[src/rtl/core/bts7_pkg.sv]
// Shared types, widths and constants for the four-digit seven-segment encoder.
// Holds the glyph lookup and the reciprocal constants used for decimal splitting.
// No dependencies.
package bts7_pkg;

    localparam int NUM_W     = 16;
    localparam int DOT_W     = 3;
    localparam int DIGIT_W   = 4;
    localparam int SEG_W     = 8;
    localparam int N_DIGITS  = 4;
    localparam int S_TDATA_W = 24;
    localparam int M_TDATA_W = 32;
    localparam int PROD_W    = 33;

    // floor(v / d) == (v * RECIP) >> SHIFT, exact for any 16-bit v
    localparam logic [16:0] RECIP_10    = 17'd52429;
    localparam int          SHIFT_10    = 19;
    localparam logic [16:0] RECIP_100   = 17'd83887;
    localparam int          SHIFT_100   = 23;
    localparam logic [16:0] RECIP_1000  = 17'd67109;
    localparam int          SHIFT_1000  = 26;
    localparam logic [16:0] RECIP_10000 = 17'd107375;
    localparam int          SHIFT_10000 = 30;

    localparam logic [SEG_W-1:0] DOT_BIT = 8'h80;

    typedef logic [N_DIGITS-1:0][DIGIT_W-1:0] t_digits;
    typedef logic [N_DIGITS-1:0][SEG_W-1:0]   t_segs;

    function automatic logic [SEG_W-1:0] f_glyph(input logic [DIGIT_W-1:0] digit);
        logic [SEG_W-1:0] seg;
        case (digit)
            4'd0:    seg = 8'h3F;
            4'd1:    seg = 8'h06;
            4'd2:    seg = 8'h5B;
            4'd3:    seg = 8'h4F;
            4'd4:    seg = 8'h66;
            4'd5:    seg = 8'h6D;
            4'd6:    seg = 8'h7C;
            4'd7:    seg = 8'h07;
            4'd8:    seg = 8'h7F;
            4'd9:    seg = 8'h67;
            default: seg = 8'h00;
        endcase
        return seg;
    endfunction

endpackage

[src/rtl/core/bts7_digits.sv]
// Splits a 16-bit value into its four lowest decimal digits, units first.
// Each quotient comes straight from the value by a constant reciprocal multiply.
// Depends on bts7_pkg.
module bts7_digits
    import bts7_pkg::*;
(
    input  logic [NUM_W-1:0] i_value,
    output t_digits          o_digits
);

    logic [PROD_W-1:0] p10, p100, p1000, p10000;
    logic [NUM_W-1:0]  q10, q100, q1000, q10000;
    logic [NUM_W-1:0]  d0, d1, d2, d3;

    assign p10    = PROD_W'(i_value) * PROD_W'(RECIP_10);
    assign p100   = PROD_W'(i_value) * PROD_W'(RECIP_100);
    assign p1000  = PROD_W'(i_value) * PROD_W'(RECIP_1000);
    assign p10000 = PROD_W'(i_value) * PROD_W'(RECIP_10000);

    assign q10    = NUM_W'(p10    >> SHIFT_10);
    assign q100   = NUM_W'(p100   >> SHIFT_100);
    assign q1000  = NUM_W'(p1000  >> SHIFT_1000);
    assign q10000 = NUM_W'(p10000 >> SHIFT_10000);

    // x*10 as shift-add
    assign d0 = i_value - ((q10    << 3) + (q10    << 1));
    assign d1 = q10     - ((q100   << 3) + (q100   << 1));
    assign d2 = q100    - ((q1000  << 3) + (q1000  << 1));
    assign d3 = q1000   - ((q10000 << 3) + (q10000 << 1));

    assign o_digits[0] = d0[DIGIT_W-1:0];
    assign o_digits[1] = d1[DIGIT_W-1:0];
    assign o_digits[2] = d2[DIGIT_W-1:0];
    assign o_digits[3] = d3[DIGIT_W-1:0];

endmodule

[src/rtl/core/bts7_encode.sv]
// Maps four decimal digits to segment bytes and places the decimal point.
// Depends on bts7_pkg.
module bts7_encode
    import bts7_pkg::*;
(
    input  t_digits          i_digits,
    input  logic [DOT_W-1:0] i_dot_position,
    output t_segs            o_segs
);

    always_comb begin
        for (int k = 0; k < N_DIGITS; k++) begin
            o_segs[k] = f_glyph(i_digits[k]);
            if (i_dot_position == DOT_W'(k + 1)) begin
                o_segs[k] = o_segs[k] | DOT_BIT;
            end
        end
    end

endmodule

[src/rtl/core/binary_to_seven_segment_4digit.sv]
// Top level of the four-digit binary to seven-segment encoder.
// Input register, decimal split, glyph encode, output register.
// Depends on bts7_pkg, bts7_digits, bts7_encode.
//
// Slave channel (i_s_*): one word carries a 16-bit value and a 3-bit
// decimal-point position (1 = units .. 4 = thousands, other codes: no dot).
// Master channel (o_m_*): one word carries four segment bytes, units in the
// low byte, bit 7 of each byte is the decimal point, bits 6..0 are g..a.
// Only the value modulo 10000 is shown; leading zeros show as 0.
// Path: an accepted word is captured in the input register, split and encoded
// combinationally, and its segment bytes are then captured in the result
// register, which drives o_m_tvalid and o_m_tdata.
// Throughput: one word per cycle while i_m_tready is high; the decimal split uses
// four independent constant-reciprocal multiplies, so nothing iterates.
// Stall: while a result waits and i_m_tready is low, the result register holds and
// the input register fills; o_s_tready drops only once both hold a word.
// Reset: i_rst_n low (synchronous) empties both stages; no result is pending.
module binary_to_seven_segment_4digit
    import bts7_pkg::*;
(
    input  logic                 i_clk,
    input  logic                 i_rst_n,
    input  logic                 i_s_tvalid,
    output logic                 o_s_tready,
    input  logic [S_TDATA_W-1:0] i_s_tdata,  // [15:0] number_value, [18:16] dot_position
    output logic                 o_m_tvalid,
    input  logic                 i_m_tready,
    output logic [M_TDATA_W-1:0] o_m_tdata   // seg_units, seg_tens, seg_hundreds, seg_thousands
);

    logic             r_in_valid, n_in_valid;
    logic [NUM_W-1:0] r_value, n_value;
    logic [DOT_W-1:0] r_dot, n_dot;
    logic             r_out_valid, n_out_valid;
    t_segs            r_segs, n_segs;

    logic    advance;
    t_digits digits;
    t_segs   segs;

    bts7_digits u_digits (
        .i_value  (r_value),
        .o_digits (digits)
    );

    bts7_encode u_encode (
        .i_digits       (digits),
        .i_dot_position (r_dot),
        .o_segs         (segs)
    );

    assign advance    = !r_out_valid || i_m_tready;
    assign o_s_tready = !r_in_valid || advance;

    always_comb begin
        n_in_valid  = r_in_valid;
        n_value     = r_value;
        n_dot       = r_dot;
        n_out_valid = r_out_valid;
        n_segs      = r_segs;
        if (advance) begin
            n_out_valid = r_in_valid;
            n_segs      = segs;
        end
        if (o_s_tready) begin
            n_in_valid = i_s_tvalid;
            n_value    = i_s_tdata[NUM_W-1:0];
            n_dot      = i_s_tdata[NUM_W+DOT_W-1:NUM_W];
        end
    end

    always_ff @(posedge i_clk) begin
        if (!i_rst_n) begin
            r_in_valid  <= 1'b0;
            r_out_valid <= 1'b0;
        end else begin
            r_in_valid  <= n_in_valid;
            r_out_valid <= n_out_valid;
        end
    end

    always_ff @(posedge i_clk) begin
        r_value <= n_value;
        r_dot   <= n_dot;
        r_segs  <= n_segs;
    end

    assign o_m_tvalid = r_out_valid;
    assign o_m_tdata  = r_segs;

endmodule
[config.mk]
export PLATFORM = sky130hd
export DESIGN_NAME = binary_to_seven_segment_4digit
export DESIGN_NICKNAME = d
export VERILOG_FILES = /design/src/rtl/core/bts7_pkg.sv /design/src/rtl/core/bts7_digits.sv /design/src/rtl/core/bts7_encode.sv /design/src/rtl/core/binary_to_seven_segment_4digit.sv
export SDC_FILE = /design/constraint.sdc
export NUM_CORES = 1
export LEC_CHECK = 0
export BUFFER_PORTS_ARGS = -buffer_cell sky130_fd_sc_hd__buf_2
export CORE_ASPECT_RATIO = 0.6
export CORE_MARGIN = 1.5
export CORE_UTILIZATION = 45
export DETAILED_ROUTE_END_ITERATION = 7
export SETUP_SLACK_MARGIN = 0.05
export SYNTH_ARGS = -nofsm -noshare
export SYNTH_HDL_FRONTEND = slang
export SYNTH_SLANG_ARGS = --single-unit
export TNS_END_PERCENT = 1
[constraint.sdc]
create_clock -name i_clk -period 8.7 [get_ports i_clk]
set_input_delay 0.435 -clock i_clk [delete_from_list [all_inputs] [get_ports i_clk]]
set_output_delay 0.435 -clock i_clk [all_outputs]
set_load 0.02 [all_outputs]
Word level (Yosys, flattened, before mapping)
Memories as Yosys holds them, arrays and structs flattened. A register that Yosys moved wholly into a read port is not among the register bits.
Cells that the tools add are included.
- register bits after elaboration: 25
- logic and storage cells: 32
- memories: 4
- bits of input ports: 28
- ROM bits: 448
- memory list (memory ; depth ; bits a word ; read ports ; clocked after memory_dff ; write ports ; line ; RTL):
    (name not given) ; 16 ; 7 ; 1 ; 1 ; 0 ; bts7_pkg.sv:32 ; case (digit)
    (name not given) ; 16 ; 7 ; 1 ; 1 ; 0 ; bts7_pkg.sv:32 ;
    (name not given) ; 16 ; 7 ; 1 ; 1 ; 0 ; bts7_pkg.sv:32 ;
    (name not given) ; 16 ; 7 ; 1 ; 1 ; 0 ; bts7_pkg.sv:32 ;
- reductions and logical operators: 4
- eq/ne operators: 4
- $mul: 4
- add/subtract/negate cells: 8
- operators by type and width (cell ; count):
    multiplier 16 x 17 -> 33 bit (second input constant) ; 1
    multiplier 16 x 17 -> 30 bit (second input constant) ; 1
    multiplier 16 x 17 -> 27 bit (second input constant) ; 1
    multiplier 16 x 16 -> 23 bit (second input constant) ; 1
    adder 4 bit ; 4
    subtractor 4 bit ; 4
    equality test 3 x 2 -> 1 bit (second input constant) ; 2
    equality test 3 x 1 -> 1 bit (second input constant) ; 1
    equality test 3 bit (second input constant) ; 1
    zero test 1 bit ; 2
    logical OR 1 bit ; 2

Longest topological paths before layout
Gate-level depths: netlist of run 1.
- word-level depth: 3
- depth in mapped cells: 33
- depth with buffers taken out: 32

By module
Synthesis of run 1 repeated with hierarchy kept, for this count alone.
- cells, all modules: 1575
- area total of the unflattened synthesis: 16458.3 um^2
- modules (own cells, without submodules) (module ; area each (um^2) ; cells each ; instances ; sequential area each (um^2)):
    bts7_digits ; 14103.5 ; 1406 ; 1 ; 0.0
    binary_to_seven_segment_4digit ; 1616.6 ; 60 ; 1 ; 1571.5
    bts7_encode ; 738.2 ; 109 ; 1 ; 0.0

Worst setup path before layout of run 1
Ideal clock, no wire load.
- path kind: register to register
- start point: reg r_value[5]
- end point: reg r_segs, in the netlist o_m_tdata[24], data pin
- library setup time: 0.261 ns
- arrival time: 7.725 ns
- slack: 0.714 ns
- cell stages (with the launch flop): 33
- buffers on the path: 0
- required time: 8.439 ns
- cell sequence: edfxtp_1 > inv_1 > ha_1 > inv_1 > fa_1 > inv_1 > fa_1 > inv_1 > fa_1 > inv_1 > fa_1 > inv_1 > fa_1 > ha_1 > a21oi_1 > o21ai_0 > o211ai_1 > nand3_1 > a211o_1 > a31oi_1 > o21ai_0 > a221oi_1 > xnor2_1 > ha_1 > xor2_1 > xnor2_1 > xnor2_1 > xnor2_1 > xnor2_2 > xor2_2 > nand2_1 > and4_1 > a311o_1
- longest elaborated chain between the ends: 3
- elaborated cells on any way between the ends: 4
- those cells by class: add/sub: 2; mul: 2
- ends and longest elaborated chain (what ; line ; RTL):
    start: declaration ; binary_to_seven_segment_4digit.sv:32 ; logic [NUM_W-1:0] r_value, n_value;
    start signal: assignment ; binary_to_seven_segment_4digit.sv:83 ; r_value <= n_value;
    multiplier 16 x 17 -> 33 bit ; bts7_digits.sv:18 ; assign p10000 = PROD_W'(i_value) * PROD_W'(RECIP_10000);
    adder 4 bit ; bts7_digits.sv:29 ; assign d3 = q1000 - ((q10000 << 3) + (q10000 << 1));
    subtractor 4 bit * ; bts7_digits.sv:29 ;
    end: declaration ; binary_to_seven_segment_4digit.sv:35 ; t_segs r_segs, n_segs;
Every way passes the cells marked *; elsewhere a longest branch is shown, timed or not.
A chain may end at the register's enable or synchronous reset.

Final worst setup path of run 1
Ends and elaborated chain as after synthesis.

==> qor.txt, run 1 <==
Seq/Total Area, Yosys: 9.17%
commonest cells after routing, fill and taps aside: 516 x inv_1, 401 x ha_1, 294 x fa_1, 82 x buf_4, 56 x buf_2
Arr. time, crit path: 8370 ps
number of flops mapped to enable cells by yosys: 51
RSZ-0062 raised after global routing: false
footprint of the multi-input gates: 13600 sq um
# H-tree levels: 2
Crit. Startpoint: r_value[5]
Slew @ Worst Pin: 708 ps
ANT nets after route: 0
Setup-failing EPs final: 0
total CTS buffers: 5
syn avg cell area: 10.2 sq um
post-layout min period: 8310 ps
Initial Util: 45.6%
Worst Path Required: 8750 ps
Post-synth ARST share: 0%
IO Pins: 62
hpwl dp: 41.7 mm
#FFs+latches synth: 53
Worst slew margin: 52.5%
Layout area overhead: 10.1%
Overflow after GRT: 0
DRT Pass-1 Iters: 5
crit end category: register
Sequential cell area: 1570 sq um
post-route setup TNS: 0 ps
CTS tree: yes
Post-route DRC: 0
Clock Root Buffer: clkbuf_16
Synth warnings: 0
Tcrit/Tclk final: 95.5%
Iteration-0 DRC Markers: 900
initial antenna violation count: 0
Hold Path Class: input port to register
# hold bufs at CTS: 0
gpl congestion: 0.947
Clock transition at path regs: 70 ps
port buffer count: 56
Peak Freq: 120 MHz
startpoint types: register
outcome: completed
Primary FF master, synth: edfxtp_1
final wirelength: 46.6 mm
DR WL/cell: 20.0 microns
filler cell count: 3506
critical-path maximum fanout: 8
HP Start: i_s_tdata[3]
critical path's slowest cell: fa_1
Core ar.: 37600 sq um
pin count of the biggest net entering global routing: 33
R2R Path End: o_m_tdata[24]
site row count: 55
NumNets Final: 2541
Die X: 255 microns
TritonCTS Sinks: 53
Max stage delay on crit path: 540 ps
Post-Syn Nets: 2400
Worst R2R Start: r_value[5]
hold path depth: 1
most common cell after layout, fill and taps aside: inv_1
vias in the first global route: 12426
Die Ht: 154 microns
clk buf depth: 2
worst hold endpoint: r_value[3]
first-pass GRT wire length: 73.1 mm
Max Slew Vio Count: 0
layout cells sized above 1: 9.80%
Setup CP Type: register to register
synthesized instance count: 1674
clock skew: 8.58 ps
GRT Total Usage: 25.1%
clk_lat worst skew: 300 ps
Register-to-Register Path Depth: 33
cell area after synthesis: 17100 sq um
Vias: 11926
final hold violations: 0
Yosys cell types: 70
n_diodes: 0
Die Area: 39300 sq um
reg2reg setup slack: 390 ps
Max Cap Viol: 0
Via-to-Cell Ratio: 5.12
per-stage QoR:
stage	utilization, %	instances	hold WS, ps	setup WS [ps]	instance area, sq um
after CTS	49.8	2315	294	238	18700
after global placement	49.4	2307	470	400	18500
after detailed placement	49.4	2307	518	293	18500
after floorplan	-	1674	463	714	17100
final	50.2	2329	304	387	18900
after global routing	50.2	2329	288	27.5	18900
cell families after synthesis:
kind of cell	synth area share, %
adder cells (fa/ha/maj)	63.9
buffers and inverters	11.5
AO/OA/AOI/OAI	6.64
AND/OR/NAND/NOR	4.77
XOR/XNOR	3.26
flip-flops	9.17
multiplexers	0.759
synthesized netlist by cell type (all sizes together) (5+ instances only):
cell	count	area (sq um)
nor3	13	65.1
nand2b	5	31.3
nand3	26	130
and2	5	31.3
xnor2	39	364
nor2	32	120
o21ai	33	169
nand4	10	62.6
fa	295	5910
mux2i	13	130
xor2	16	170
o21a	5	37.5
inv	518	1940
a21o	15	113
ha	403	5040
a21oi	56	288
edfxtp	51	1530
o211ai	5	37.5
a211oi	10	90.1
nand2	41	156
nor2b	8	50.1
worst max-delay path, delay by kind of cell, from the launching register on:
kind,cells,cell delay [ps]
DFF,1,460
AOI/OAI and AO/OA,8,1710
xor gates and xnor gates,7,1240
adders and majority gates,8,3390
and+or+nand+nor,3,480
buffers and inverters,7,780
repair_timing:
item	4_1_cts	5_1_grt
buffers inserted	0	14
resized for setup	0	9
setup endpoints to repair	0	7
registers in the layout, summed over array words and instances (netlist names):
register / flops
r_value: 16
o_m_tdata: 32
o_m_tvalid: 1
r_in_valid: 1
r_dot: 3
how the worst max path moves through the flow:
| stage | cells after the start | slack (ps) | endpoint |
|---|---|---|---|
| floorplan | 32 | 710 | o_m_tdata[24] |
| global placement | 33 | 400 | o_m_tdata[24] |
| detailed placement | 33 | 290 | o_m_tdata[24] |
| CTS | 33 | 240 | o_m_tdata[24] |
| global route | 34 | 30 | o_m_tdata[24] |
| finish | 33 | 390 | o_m_tdata[24] |
layout make-up:
cell class                 instances  share of cell area, %
sequential                        53                   8.33
clock buffer                       5                  0.663
inverter                         518                   10.3
clock inverter                     3                  0.219
tap                              513                   3.40
timing repair buffer             139                   4.81
multi-input combinational       1098                   72.3
routing by layer:
metal	track usage [%]	routed length, microns	up-vias
met5	0	0	-
li1	-	-	5590
met2	33.8	17900	417
met3	6.47	4600	35
met4	1.97	367	0
met1	40.9	23700	5884
Power of run 1 is not shown: default switching activity piles up to over one toggle a cycle in this logic, so the estimate is an artifact.
==> inputs of run 2 (changes only) <==
- CORE_MARGIN: 1.5 -> 8
==> run 2 against run 1 <==
  * Largest cell class unchanged
  * Critical endpoint unchanged
  * Highest routed layer unchanged
  * Final cell count fell by 0.43%
  * Sequential share of layout area barely moved
  * Utilization fell by 0.32 points
==> qor.txt, run 2 (synthesis results as in run 1) <==
commonest cells after routing, fill and taps aside: 515 x inv_1, 401 x ha_1, 294 x fa_1, 73 x buf_4, 56 x buf_2
met2 WL post-DR: 17.6 mm
reg2reg setup slack: 430 ps
layout cells sized above 1: 9.58%
gpl congestion: 0.940
Vias: 11854
# hold bufs at CTS: 0
wl on met1: 23.1 mm
Tcrit/Tclk final: 95.0%
Die X: 268 microns
site row count: 55
Initial Util: 45.5%
clock skew: 10.4 ps
Top Layer Used: met4
outcome: completed
post-route setup TNS: 0 ps
Max Cap Viol: 0
Max Slew Vio Count: 0
Max stage delay on crit path: 570 ps
initial antenna violation count: 0
Setup CP Type: register to register
clk_lat worst skew: 310 ps
max FFs per register: 32
CTS tree: yes
Die Ht: 167 microns
post-layout min period: 8270 ps
Clock transition at path regs: 80 ps
Overflow after GRT: 0
DRT Pass-1 Iters: 5
metal3 WL: 5.26 mm
startpoint types: register
IO Pins: 62
Setup-failing EPs final: 0
Worst Path Required: 8740 ps
port buffer count: 56
Core ar.: 37600 sq um
hpwl dp: 41.5 mm
Iteration-0 DRC Markers: 909
Slew @ Worst Pin: 681 ps
hold path depth: 1
Layout area overhead: 9.57%
GRT Total Usage: 21.3%
RSZ-0062 raised after global routing: false
Post-route DRC: 0
pin count of the biggest net entering global routing: 33
Via-to-Cell Ratio: 5.11
Arr. time, crit path: 8310 ps
final wirelength: 46.3 mm
final hold violations: 0
TritonCTS Sinks: 53
total CTS buffers: 5
crit end category: register
DR WL/cell: 19.9 microns
Worst slew margin: 54.3%
Die Area: 44800 sq um
Register-to-Register Path Depth: 35
Crit. Startpoint: r_value[5]
Critical Path End: o_m_tdata[24]
R2R Path End: o_m_tdata[24]
Worst R2R Start: r_value[5]
first-pass GRT wire length: 72.5 mm
clk buf depth: 2
critical-path maximum fanout: 5
Clock Root Buffer: clkbuf_16
n_diodes: 0
NumNets Final: 2531
critical path's slowest cell: edfxtp_1
# H-tree levels: 2
vias in the first global route: 12212
Peak Freq: 121 MHz
ANT nets after route: 0
most common cell after layout, fill and taps aside: inv_1
Util after Layout: 49.9%
Hold Path Class: input port to register
==> run 2: cell count changes in the layout (fill, tap and decap cells not counted), sizes merged <==
cell	change
buf	-10
inv	+1
bufinv	-1
==> run 2: worst min-delay path by stage <==
stage                      end  slack (ps)         start
floorplan           o_m_tvalid         460    r_in_valid
CTS                 r_value[5]         300  i_s_tdata[5]
global placement    o_m_tvalid         480    r_in_valid
detailed placement  o_m_tvalid         490    r_in_valid
finish              r_value[5]         300  i_s_tdata[5]
global route        r_value[4]         290  i_s_tdata[4]
==> run 2: repair_timing <==
action                                  4_1_cts  5_1_grt
gates resized for setup                       0       13
endpoints found under the setup margin        0        9
buffers inserted                              0        8
==> run 2: per-stage QoR <==
step	setup WS [ps]	cell area (sq um)	hold WS, ps	cells
after floorplan	714	17100	463	1674
after global placement	372	18500	483	2303
after detailed placement	202	18500	494	2303
after CTS	157	18700	295	2311
after global routing	31.7	18800	286	2319
final	434	18800	300	2319
==> run 2: cell type report <==
type,count,area (sq um)
inverters,518,1940
clock inverters,3,21.3
fillers,3470,18900
well taps,513,642
flip-flops and latches,53,1570
clock buffers,5,125
multi-input cells,1098,13600
repair buffers,129,828
==> run 2: routing by layer <==
metal  track usage [%]  up-vias
met1              33.4     5853
met2              28.0      395
met3              7.94       27
li1                  -     5579
met4              1.78        0
met5                 0        -
==> run 2: worst max-delay path: cells and delay by family, from the launching register on <==
| family | cells | cell delay [ps] |
|---|---|---|
| compound gates | 8 | 1580 |
| xor+xnor | 7 | 1210 |
| fa+ha+maj | 8 | 3390 |
| buf+inv | 9 | 870 |
| flops | 1 | 570 |
| simple gates | 3 | 400 |
Power of run 2 is left out for the same reason.
==> inputs of run 3 (changes only) <==
- ABC_AREA: not set -> 1
- PLACE_DENSITY: not set -> 0.59
==> run 3 against run 2 <==
  * Fmax increased by 14%
  * First-iteration DRC count grew 5.8%
  * Utilization shrank 1.0 points
  * Via count increased by 17%
  * Sequential share of layout area fell by 0.43 points
  * Routed wire length up 13%
  * Die area rose by 7.3%
  * Register-to-register slack improved by 990 ps
  * Flip-flop and latch count stayed put
  * Critical endpoint is now o_m_tdata[20]
  * Largest cell class unchanged
==> qor.txt, run 3 <==
NumNets Final: 2974
Worst Path Required: 8760 ps
Clock transition at path regs: 70 ps
layout cells sized above 1: 6.71%
Tcrit/Tclk final: 83.6%
placed cell count: 2772
post-synthesis compound-gate area fraction: 3.24%
critical path's slowest cell: edfxtp_1
RSZ-0062 raised after global routing: false
site row count: 57
Core ar.: 40500 sq um
Primary FF master, synth: edfxtp_1
Yosys cell types: 36
startpoint types: register
most common cell after layout, fill and taps aside: inv_1
Sequential cell area: 1570 sq um
synthesized instance count: 2158
cell area after synthesis: 18500 sq um
pin count of the biggest net entering global routing: 22
Setup CP Type: register to register
Hold Path Class: input port to register
Iteration-0 DRC Markers: 962
Via-to-Cell Ratio: 4.98
clk_lat worst skew: 300 ps
largest family of logic cells by synthesized area: adder cells
gpl congestion: 0.950
Max Slew Vio Count: 0
most frequent cells after synthesis: 640 x inv_1, 403 x ha_1, 391 x nand2_1, 295 x fa_1, 83 x nand3_1
Max Cap Viol: 0
metal3 WL: 5.76 mm
Vias: 13838
# hold bufs at CTS: 0
top cell type by total area after synthesis: fa_1
DR WL/cell: 18.8 microns
Post-synth ARST share: 0%
hpwl dp: 46.4 mm
Die X: 278 microns
#FFs+latches synth: 53
number of flops mapped to enable cells by yosys: 51
clk buf depth: 2
Peak Freq: 137 MHz
PostCTS Resize Cnt: 0
GRT Total Usage: 22.3%
footprint of the multi-input gates: 14500 sq um
final cell count without fillers: 2780
wl on met1: 26.3 mm
CTS tree: yes
top cell type's share of synthesized area: 32.0%
Synth Area in Adders: 59.2%
ANT nets after route: 0
port buffer count: 56
post-layout min period: 7280 ps
critical-path maximum fanout: 10
final wirelength: 52.4 mm
clock skew: 7.20 ps
initial antenna violation count: 0
met2 WL post-DR: 19.4 mm
vias in the first global route: 14186
cell with the most instances after synthesis: inv_1
xor and xnor area share after synthesis: 0.569%
Post-CTS Setup Inserts: 0
first-pass GRT wire length: 82.6 mm
max FFs per register: 32
post-route setup TNS: 0 ps
Initial Util: 45.6%
Setup-failing EPs final: 0
n_diodes: 0
Overflow after GRT: 0
Layout area overhead: 7.01%
TritonCTS Sinks: 53
Arr. time, crit path: 7340 ps
Post-Syn Nets: 2884
commonest cells after routing, fill and taps aside: 640 x inv_1, 403 x ha_1, 391 x nand2_1, 295 x fa_1, 83 x nand3_1
Synth warnings: 0
# H-tree levels: 2
Worst slew margin: 25.2%
Max stage delay on crit path: 850 ps
syn avg cell area: 8.57 sq um
mux share of post-synthesis cell area: 0%
DRT Pass-1 Iters: 5
Post-route DRC: 0
Simple-Gate Fraction of Synth Area: 15.4%
final hold violations: 0
Clock Root Buffer: clkbuf_16
outcome: completed
Die Area: 48000 sq um
total CTS buffers: 5
Placement Setup Slack: 1450 ps
IO Pins: 62
filler cell count: 3894
Seq/Total Area, Yosys: 8.50%
Slew @ Worst Pin: 1120 ps
dominant cells by area after synthesis: fa_1 32%, ha_1 27%, inv_1 13%
Die Ht: 173 microns
crit end category: register
Top Layer Used: met4
post-route worst setup slack: 1420 ps
-- run 3: cell types whose count changed after synthesis, moves of 9 or more --
cell / before / now
mux2i_1: 13 / 0
a21oi_1: 54 / 65
nand2_1: 40 / 391
nand2_2: 1 / 19
nand3_1: 26 / 83
nor2_1: 32 / 78
inv_1: 516 / 640
nand2_4: 0 / 9
or2_2: 3 / 14
xnor2_1: 36 / 4
-- run 3: through the flow --
step	util [%]	hold WS, ps	area (sq um)
floorplan	-	427	18500
global placement	48.5	431	19600
detailed placement	48.5	447	19600
CTS	48.8	292	19800
global route	48.8	289	19800
finish	48.8	303	19800
-- run 3: critical path, delay by kind of cell (launching register included) --
kind | cells | cell delay, ps
adders and majority gates | 8 | 3620
and+or+nand+nor | 12 | 1510
buffers and inverters | 8 | 880
DFF | 1 | 850
AOI/OAI and AO/OA | 1 | 140
-- run 3: worst paths after layout --
check | startpoint | cells after the start | endpoint | slack [ps]
min | i_s_tdata[0] | 1 | r_value[0] | 300
min reg2reg | r_in_valid | 2 | o_m_tvalid | 460
max reg2reg | r_value[9] | 29 | o_m_tdata[20] | 1420
max | r_value[9] | 29 | o_m_tdata[20] | 1420
-- run 3: layer usage --
metal  global-route usage (%)  up-vias
met1                     33.4     6632
met3                     9.11       45
met4                     3.40        0
met2                     29.9      422
met5                        0        -
li1                         -     6739
-- run 3: logic make-up after synthesis --
logic type	after synthesis
buf+inv	643
compound gates	109
xor+xnor	12
flops	53
fa+ha+maj	698
simple gates	643
-- run 3: area by class of cell --
| cell class | instances | share of cell area [%] |
|---|---|---|
| Timing Repair Buffer | 83 | 2.44 |
| Clock inverter | 3 | 0.114 |
| Clock buffer | 5 | 0.633 |
| Inverter | 643 | 12.2 |
| Tap cell | 531 | 3.36 |
| Sequential cell | 53 | 7.95 |
| Multi-Input combinational cell | 1462 | 73.3 |
Power of run 3 is left out for the same reason.
